[src/sv/ttes_pkg.sv]
// shared types and constants of the tempo tick event sequencer
package ttes_pkg;

   localparam int unsigned TICK_W    = 24;
   localparam int unsigned TEMPO_W   = 16;
   localparam int unsigned COUNT_W   = 9;
   localparam int unsigned FRAC_W    = 17;
   localparam int unsigned EMIT_W    = 6;
   localparam int unsigned CSR_IDX_W = 3;
   localparam int unsigned CSR_DAT_W = 24;

   localparam logic [FRAC_W-1:0]  FRAC_MODULUS = 17'd32000;
   localparam logic [EMIT_W-1:0]  EMIT_LIMIT   = 6'd63;
   localparam logic [TEMPO_W-1:0] TEMPO_RESET  = 16'd30720;

   typedef enum logic [1:0] {
      KIND_MS     = 2'd0,
      KIND_LOAD   = 2'd1,
      KIND_REWIND = 2'd2,
      KIND_NONE   = 2'd3
   } kind_type;

   typedef enum logic [CSR_IDX_W-1:0] {
      CSR_TEMPO       = 3'd0,
      CSR_RUN         = 3'd1,
      CSR_LOOP_ENABLE = 3'd2,
      CSR_LOOP_FIRST  = 3'd3,
      CSR_LOOP_LIMIT  = 3'd4,
      CSR_EVENT_COUNT = 3'd5
   } csr_type;

   typedef enum logic [2:0] {
      ST_IDLE,
      ST_TICK,
      ST_SCAN,
      ST_DRAIN,
      ST_READ,
      ST_OUT,
      ST_STATUS
   } state_type;

   typedef struct packed {
      logic [TICK_W-1:0] tick;
      logic [3:0]        code;
      logic [3:0]        channel;
      logic [6:0]        pitch;
      logic [6:0]        velocity;
   } entry_type;

   typedef struct packed {
      logic start;
      logic add_tempo;
      logic load;
      logic rewind;
      logic tick_step;
      logic scan_clear;
      logic scan_issue;
      logic buf_read;
      logic buf_next;
      logic show_event;
   } cmd_type;

   typedef struct packed {
      logic run;
      logic frac_ge;
      logic tick_moves;
      logic scan_end;
      logic emit_end;
   } sts_type;

endpackage

[src/sv/ttes_ctrl.sv]
// controller state machine: item sequencing, tick loop, scan and result output
module ttes_ctrl (
   input  logic                clock,
   input  logic                reset,
   input  logic                req_valid,
   input  logic [1:0]          req_kind,
   output logic                req_ready,
   output logic                rsp_valid,
   input  logic                rsp_ready,
   output logic                rsp_is_event,
   output logic                rsp_last,
   output ttes_pkg::cmd_type   cmd,
   input  ttes_pkg::sts_type   sts
);
   import ttes_pkg::*;

   state_type state_ff;
   state_type state_in;

   always_ff @(posedge clock) begin
      if (reset) begin
         state_ff <= ST_IDLE;
      end else begin
         state_ff <= state_in;
      end
   end

   always_comb begin
      state_in     = state_ff;
      cmd          = '0;
      req_ready    = 1'b0;
      rsp_valid    = 1'b0;
      rsp_is_event = 1'b0;
      rsp_last     = 1'b0;
      unique case (state_ff)
         ST_IDLE: begin
            req_ready = 1'b1;
            if (req_valid) begin
               cmd.start = 1'b1;
               state_in  = ST_STATUS;
               unique case (kind_type'(req_kind))
                  KIND_MS: begin
                     if (sts.run) begin
                        cmd.add_tempo = 1'b1;
                        state_in      = ST_TICK;
                     end
                  end
                  KIND_LOAD:   cmd.load = 1'b1;
                  KIND_REWIND: cmd.rewind = 1'b1;
                  KIND_NONE:   cmd.start = 1'b1;
                  default:     cmd.start = 1'b1;
               endcase
            end
         end
         ST_TICK: begin
            if (sts.frac_ge) begin
               cmd.tick_step  = 1'b1;
               cmd.scan_clear = 1'b1;
               if (sts.tick_moves) begin
                  state_in = ST_SCAN;
               end
            end else begin
               state_in = ST_READ;
            end
         end
         ST_SCAN: begin
            if (sts.scan_end) begin
               state_in = ST_DRAIN;
            end else begin
               cmd.scan_issue = 1'b1;
            end
         end
         ST_DRAIN: begin
            state_in = ST_TICK;
         end
         ST_READ: begin
            if (sts.emit_end) begin
               state_in = ST_STATUS;
            end else begin
               cmd.buf_read = 1'b1;
               state_in     = ST_OUT;
            end
         end
         ST_OUT: begin
            rsp_valid      = 1'b1;
            rsp_is_event   = 1'b1;
            cmd.show_event = 1'b1;
            if (rsp_ready) begin
               cmd.buf_next = 1'b1;
               state_in     = ST_READ;
            end
         end
         ST_STATUS: begin
            rsp_valid = 1'b1;
            rsp_last  = 1'b1;
            if (rsp_ready) begin
               state_in = ST_IDLE;
            end
         end
         default: state_in = ST_IDLE;
      endcase
   end

endmodule

[config.mk]
export PLATFORM = sky130hd
export DESIGN_NAME = ttes_ctrl
export DESIGN_NICKNAME = d
export VERILOG_FILES = /design/src/sv/ttes_pkg.sv /design/src/sv/ttes_ctrl.sv
export SDC_FILE = /design/constraint.sdc
export NUM_CORES = 1
export LEC_CHECK = 0
export BUFFER_PORTS_ARGS = -buffer_cell sky130_fd_sc_hd__buf_4
export CAP_MARGIN = 0
export CORE_AREA = 3 3 40 42
export CTS_CLUSTER_DIAMETER = 80
export CTS_CLUSTER_SIZE = 14
export DETAILED_ROUTE_END_ITERATION = 8
export DIE_AREA = 0 0 43 45
export GPL_TIMING_DRIVEN = 0
export PLACE_DENSITY_LB_ADDON = 0.15
export SYNTH_ARGS = -nofsm -noshare
export SYNTH_HDL_FRONTEND = slang
export SYNTH_SLANG_ARGS = --single-unit
[constraint.sdc]
create_clock -name clock -period 1.6 [get_ports clock]
set_input_delay 0.16 -clock clock [delete_from_list [all_inputs] [get_ports clock]]
set_output_delay 0.16 -clock clock [all_outputs]
set_load 0.01 [all_outputs]
==> results of run 1 <==
==> synth_stat cells (all sizes together), types with 2 or more instances <==
| master | instances | area [um^2] |
|---|---|---|
| nor3 | 3 | 20.0 |
| o21ai | 3 | 18.8 |
| a21oi | 3 | 15.0 |
| o31ai | 2 | 15.0 |
| dfxtp | 3 | 60.1 |
| nand2 | 3 | 11.3 |
| nor2 | 7 | 26.3 |
| inv | 5 | 18.8 |
| nor4 | 2 | 18.8 |
| nor3b | 2 | 15.0 |
| nor2b | 2 | 12.5 |
| nand2b | 2 | 12.5 |
| buf | 5 | 41.3 |
==> layer usage <==
| metal | up-vias | share of wire (%) |
|---|---|---|
| met5 | - | 0 |
| met4 | 0 | 1.3 |
| met3 | 2 | 8.3 |
| met2 | 21 | 48 |
| met1 | 193 | 42 |
| li1 | 233 | - |
==> worst paths after layout <==
kind	endpoint	slack, ns	cells after the start
max	cmd[6]	0.08	5
min reg2reg	state_ff[1]$_SDFFE_PP0P_	0.65	2
max reg2reg	state_ff[0]$_SDFFE_PP0P_	0.24	4
min	state_ff[1]$_SDFFE_PP0P_	0.18	2
==> area by class of cell <==
class	count	area [um^2]
plain buffers	5	41.3
multi-input cells	38	283
repair buffers	24	180
inverters	5	18.8
well taps	15	18.8
fillers	142	656
clock buffers	4	26.3
flip-flops and latches	3	61.3
==> through the flow <==
| stage | instance area (um^2) | setup WS (ns) |
|---|---|---|
| 5_1_grt | 629 | 0.0184 |
| 4_1_cts | 609 | 0.00109 |
| 2_1_floorplan | 384 | 0.216 |
| 3_3_place_gp | 583 | 0.235 |
| 6_report | 629 | 0.0782 |
| 3_5_place_dp | 583 | 0.235 |
==> logic make-up after synthesis <==
kind of cell | count (synthesis)
simple gates | 24
flops | 3
compound gates | 13
buf+inv | 10
mux | 1
==> critical path: cells and delay by family (launching register included) <==
kind          cells  cell delay (ns)
simple gates      3             0.50
buf+inv           2             0.29
flops             1             0.34
==> power by group through the flow <==
stage	logic (mW)	registers, mW	clock network [mW]
detailed placement	0.625	0.140	0
finish	0.650	0.140	0.132
global route	0.713	0.146	0.137
floorplan	0.425	0.130	0
CTS	0.627	0.139	0.133
global placement	0.621	0.142	0
==> run metrics, run 1 <==
vias=449; R2R Path Start=state_ff[2]$_SDFFE_PP0P_; first-pass GRT wire length=around 1700 um; RSZ-0062 raised after global routing=no; Synth Area in XOR/XNOR=0%; flops & latches, synth=3; crit path max fanout=10; Routed WL per cell=11.0 um; final max-slew violation count=0; Setup TNS=0 ns; sequential share of power=15.2%; Synth Area in Simple Gates=between 40% and 50%; PortBufs=24; post-synthesis adder-cell area fraction=0%; fraction of layout cells with a size suffix above 1=between 50 and 60%; clk root buf=clkbuf_4; MaxCap Viol Count=0; PD cells=~1500 mW/mm^2; net count after synthesis=62; Biggest register=state_ff; max_slew headroom=between 70% and 80%; Slowest Stage Delay on Critical Path=around 0.34 ns; # resized after CTS=0; CTS tree=built; Setup Buffers After CTS=0; diode count=0; Crit. End Element=primary output; slew of the pin with the lowest slew margin=between 0.3 and 0.4 ns; Post-Route WL=between 1000 and 1500 um; row count=13; fin crit period=around 1.5 ns; GPL Wtd Cong=between 0.7 and 0.8; Fmax achieved=about 660 MHz; post-route ant nets=0; Clock Path Buffers=2; Mapped Cells=roughly 50; critical path startpoint category=flop; commonest cells after routing, fill and taps aside=buf_4, nor2_1, inv_1, a21oi_1, clkbuf_4; worst skew pair latency=0.23 ns; Global Route met1 Usage=between 10 and 15%; clk_skew=approximately 0.0035 ns; Area Overhead vs Synth=63.8%; Synth cell types=26; compound-cell area share of the yosys netlist=between 20 and 25%; syn avg cell area=roughly 7.5 um^2; post-synthesis sequential area ratio=15.6%; Top Usage Layer GRT=met2; starting density of the core=29.9%; routed vias/inst=between 4 and 5; Synth Flop Type=dfxtp_1; largest net degree at the start of global routing=11; Net Sw Frac=a little over two fifths; TritonCTS Buffers=3; hold_buf cts=0; Hold WC Path Type=in2reg; Sw Pwr=between 0.3 and 0.4 mW; met2 Track Usage GR=20.1%; post-synthesis mux area share=2.93%; clock power share=about 14%; GRT Total Usage=11.6%; endpoints failing setup=0; Pleak=between 0.3 and 0.4 nW; WP data arrival=1.36 ns; Peak VDD IR=~0.00054 V; Finished Core Util=about half; yosys warns=0; Nets=91; Hold Startpoint=reset; CP max-delay cell=dfxtp_2; Regs by FF count=state_ff (3); most common cell after layout, fill and taps aside=buf_4; Hold WS=roughly 0.18 ns; WS Path Type=reg2out; dpl cells=90; status=finished clean; Die ar.=~0.0019 mm^2; htree depth=1; Cell Count, Final, Fillers Out=94; max FFs per register=3; # IOs=25; # DRC=0; CP cell instances=buf_6 -> nor3_4 -> nand2_2 -> nor3b_2 -> buf_4; combinational share of power=between 70 and 80%; hpwl dp=842 um; DR pass1 iterations=4; number of global-route vias before repair=401; initial antenna violation count=0; Fin. Hold Viols=0; core area=0.00128 mm^2; M3 GR Usage=about 3.2%; Post-Synthesis Cell Area=about 380 um^2; EDFF count, synth=0; chip width=43 um; initial DRC count=6; ys async rst share=0%; Clock Sinks=3; grt total ovfl=0; Clk pin slew, worst setup/hold paths=0.04 ns; Die Height=around 45 um; Worst Setup SP=state_ff[0]$_SDFFE_PP0P_; Tot Pwr=0.922 mW; largest family of logic cells by synthesized area=simple AND/OR/NAND/NOR gates; Int Power=approximately 0.52 mW; period utilization=~95%; Critical Path RT=between 1 and 1.5 ns
Power figures use the tool's default switching activity.
==> inputs of run 2 (changes only) <==
--- a/config.mk
+++ b/config.mk
@@ -5,7 +5,7 @@
 export SDC_FILE = /design/constraint.sdc
 export NUM_CORES = 1
 export LEC_CHECK = 0
-export BUFFER_PORTS_ARGS = -buffer_cell sky130_fd_sc_hd__buf_4
+export BUFFER_PORTS_ARGS = -buffer_cell sky130_fd_sc_hd__buf_2
 export CAP_MARGIN = 0
 export CORE_AREA = 3 3 40 42
 export CTS_CLUSTER_DIAMETER = 80
==> constraint.sdc (replaced) <==
create_clock -name clock -period 1.68 [get_ports clock]
set_input_delay 0.168 -clock clock [delete_from_list [all_inputs] [get_ports clock]]
set_output_delay 0.168 -clock clock [all_outputs]
set_load 0.01 [all_outputs]
==> run 2 against run 1 <==
Compared with the run above:
- clock power down 7%
- clock-buffer cell count unchanged
- global-route usage shrank 1.2 points
- sequential cell count stayed put
- largest cell class unchanged
==> run metrics, run 2 (same netlist as run 1, synthesis figures left out) <==
status=finished clean; Biggest register=state_ff; Crit. End Element=primary output; post-route cell area=549 um^2 (-13%); Routed WL per cell=10.8 um (-1.9%); crit path max fanout=10 (unchanged); WP data arrival=1.39 ns (+0.03 ns); Die Height=45 um (unchanged); max_slew headroom=80.5% (+1.7 points); hold depth=2 (unchanged); fraction of layout cells with a size suffix above 1=48.1% (-5.1 points); Nets=91 (unchanged); endpoints failing setup=0 (unchanged); diode count=0 (unchanged); pre-CTS setup slack=0.320 ns (+0.0850 ns); TritonCTS Buffers=3 (unchanged); Regs by FF count=state_ff (3); Hold EP=state_ff[1]$_SDFFE_PP0P_; Clock Path Buffers=2 (unchanged); commonest cells after routing, fill and taps aside=buf_2, nor2_1, inv_1, buf_4; final max-slew violation count=0 (unchanged); core area=0.00128 mm^2 (unchanged); fin crit period=roughly 1.6 ns; Fmax achieved=641 MHz; initial antenna violation count=0 (unchanged); CTS tree=built; GRT Total Usage=10.4% (-1.2 points); register area=60.1 um^2 (-2.0%); Setup TNS=0 ns (unchanged); routed vias/inst=4.78 (unchanged); RSZ-0062 raised after global routing=no; largest net degree at the start of global routing=11 (unchanged); first-pass GRT wire length=1600 um (-8.3%); MaxCap Viol Count=0 (unchanged); period utilization=92.8%; Clk pin slew, worst setup/hold paths=0.04 ns (about the same); Critical R2R Capture=state_ff[0]$_SDFFE_PP0P_; hpwl dp=808 um (-4.1%); Setup Buffers After CTS=0 (unchanged); max FFs per register=3 (unchanged); hold_buf cts=0 (unchanged); Hold Startpoint=reset; most common cell after layout, fill and taps aside=buf_2; PD cells=1440 mW/mm^2 (-1.5%); starting density of the core=29.9% (unchanged); area occupied by multi-input gates=264 um^2 (-6.6%); chip width=43 um (unchanged); slew of the pin with the lowest slew margin=0.290 ns (-0.0260 ns); R2R cell count=4 (unchanged); Post-Route WL=1010 um (-1.9%); number of global-route vias before repair=393 (-2.0%); worst skew pair latency=0.23 ns (about the same); Hold WC Path Type=in2reg; Die ar.=0.00194 mm^2 (unchanged); post-route ant nets=0 (unchanged); WS Path Type=reg2out; DR pass1 iterations=4 (unchanged); PortBufs=24 (unchanged); worst setup margin=0.120 ns (+0.0422 ns); critical path startpoint category=flop; Critical Path RT=1.51 ns (+0.07 ns); row count=13 (unchanged); htree depth=1 (unchanged); vias=449 (unchanged); Clock Sinks=3 (unchanged); layout filler cell count=152 (+7.0%); clk root buf=clkbuf_4; grt total ovfl=0 (unchanged); Area Overhead vs Synth=43.0%; Peak VDD IR=0.000540 V (about the same); R2R Setup Slk=0.33 ns (+0.09 ns); # IOs=25 (unchanged); # DRC=0 (unchanged); # resized after CTS=0 (unchanged); R2R Path Start=state_ff[0]$_SDFFE_PP0P_; clk_skew=0.000551 ns (-0.00299 ns); Pleak=0.320 nW (-4.3%); area of placed instances=523 um^2 (-10%); GPL Wtd Cong=0.806 (+7.3%); Fin. Hold Viols=0 (unchanged); initial DRC count=11 (+5)
[run 2: area by class of cell]
class,count,area share (%)
inverter,5,3.42
clock buffer,4,4.78
multi-input combinational,38,48.1
timing repair buffer,24,21.9
tap,15,3.42
sequential,3,10.9
buffer,5,7.52
[run 2: where the power goes]
part	leakage [nW]	switching, mW	internal [mW]
logic	0.280	0.290	0.247
registers	0.0249	0.0309	0.102
clock network	0.0150	0.0342	0.0888
[run 2: how the worst max path moves through the flow]
| stage | startpoint | to | slack (ns) | cells past startpoint |
|---|---|---|---|---|
| 3_5_place_dp | state_ff[0]$_SDFFE_PP0P_ | state_ff[0]$_SDFFE_PP0P_ | 0.32 | 4 |
| 2_1_floorplan | state_ff[0]$_SDFFE_PP0P_ | cmd[6] | 0.29 | 4 |
| 3_3_place_gp | state_ff[2]$_SDFFE_PP0P_ | state_ff[0]$_SDFFE_PP0P_ | 0.31 | 4 |
| 5_1_grt | state_ff[0]$_SDFFE_PP0P_ | cmd[6] | 0.003 | 5 |
| 6_report | state_ff[0]$_SDFFE_PP0P_ | cmd[6] | 0.12 | 5 |
| 4_1_cts | state_ff[0]$_SDFFE_PP0P_ | cmd[6] | 0.09 | 5 |
[run 2: critical path, stage by stage (launching register included)]
cell	delay, ns
dfxtp_1	0.35
buf_6	0.16
nor3_2	0.18
nand2_1	0.12
nor3b_1	0.19
buf_2	0.15
[run 2: routing by layer]
metal	track usage (%)	share of wire, %	vias up
li1	-	-	235
met1	12.7	46	192
met2	18.6	45	22
met3	2.79	9.1	0
met4	1.81	0	0
met5	0	0	-
[run 2: stage by stage]
| step | std cells | utilization [%] | total power, mW | hold slack, ns |
|---|---|---|---|---|
| 2_1_floorplan | 51 | - | 0.529 | 0.288 |
| 3_3_place_gp | 90 | 40.7 | 0.678 | 0.443 |
| 3_5_place_dp | 90 | 40.7 | 0.675 | 0.441 |
| 4_1_cts | 94 | 42.7 | 0.806 | 0.197 |
| 5_1_grt | 94 | 42.7 | 0.861 | 0.206 |
| 6_report | 94 | 42.7 | 0.792 | 0.209 |
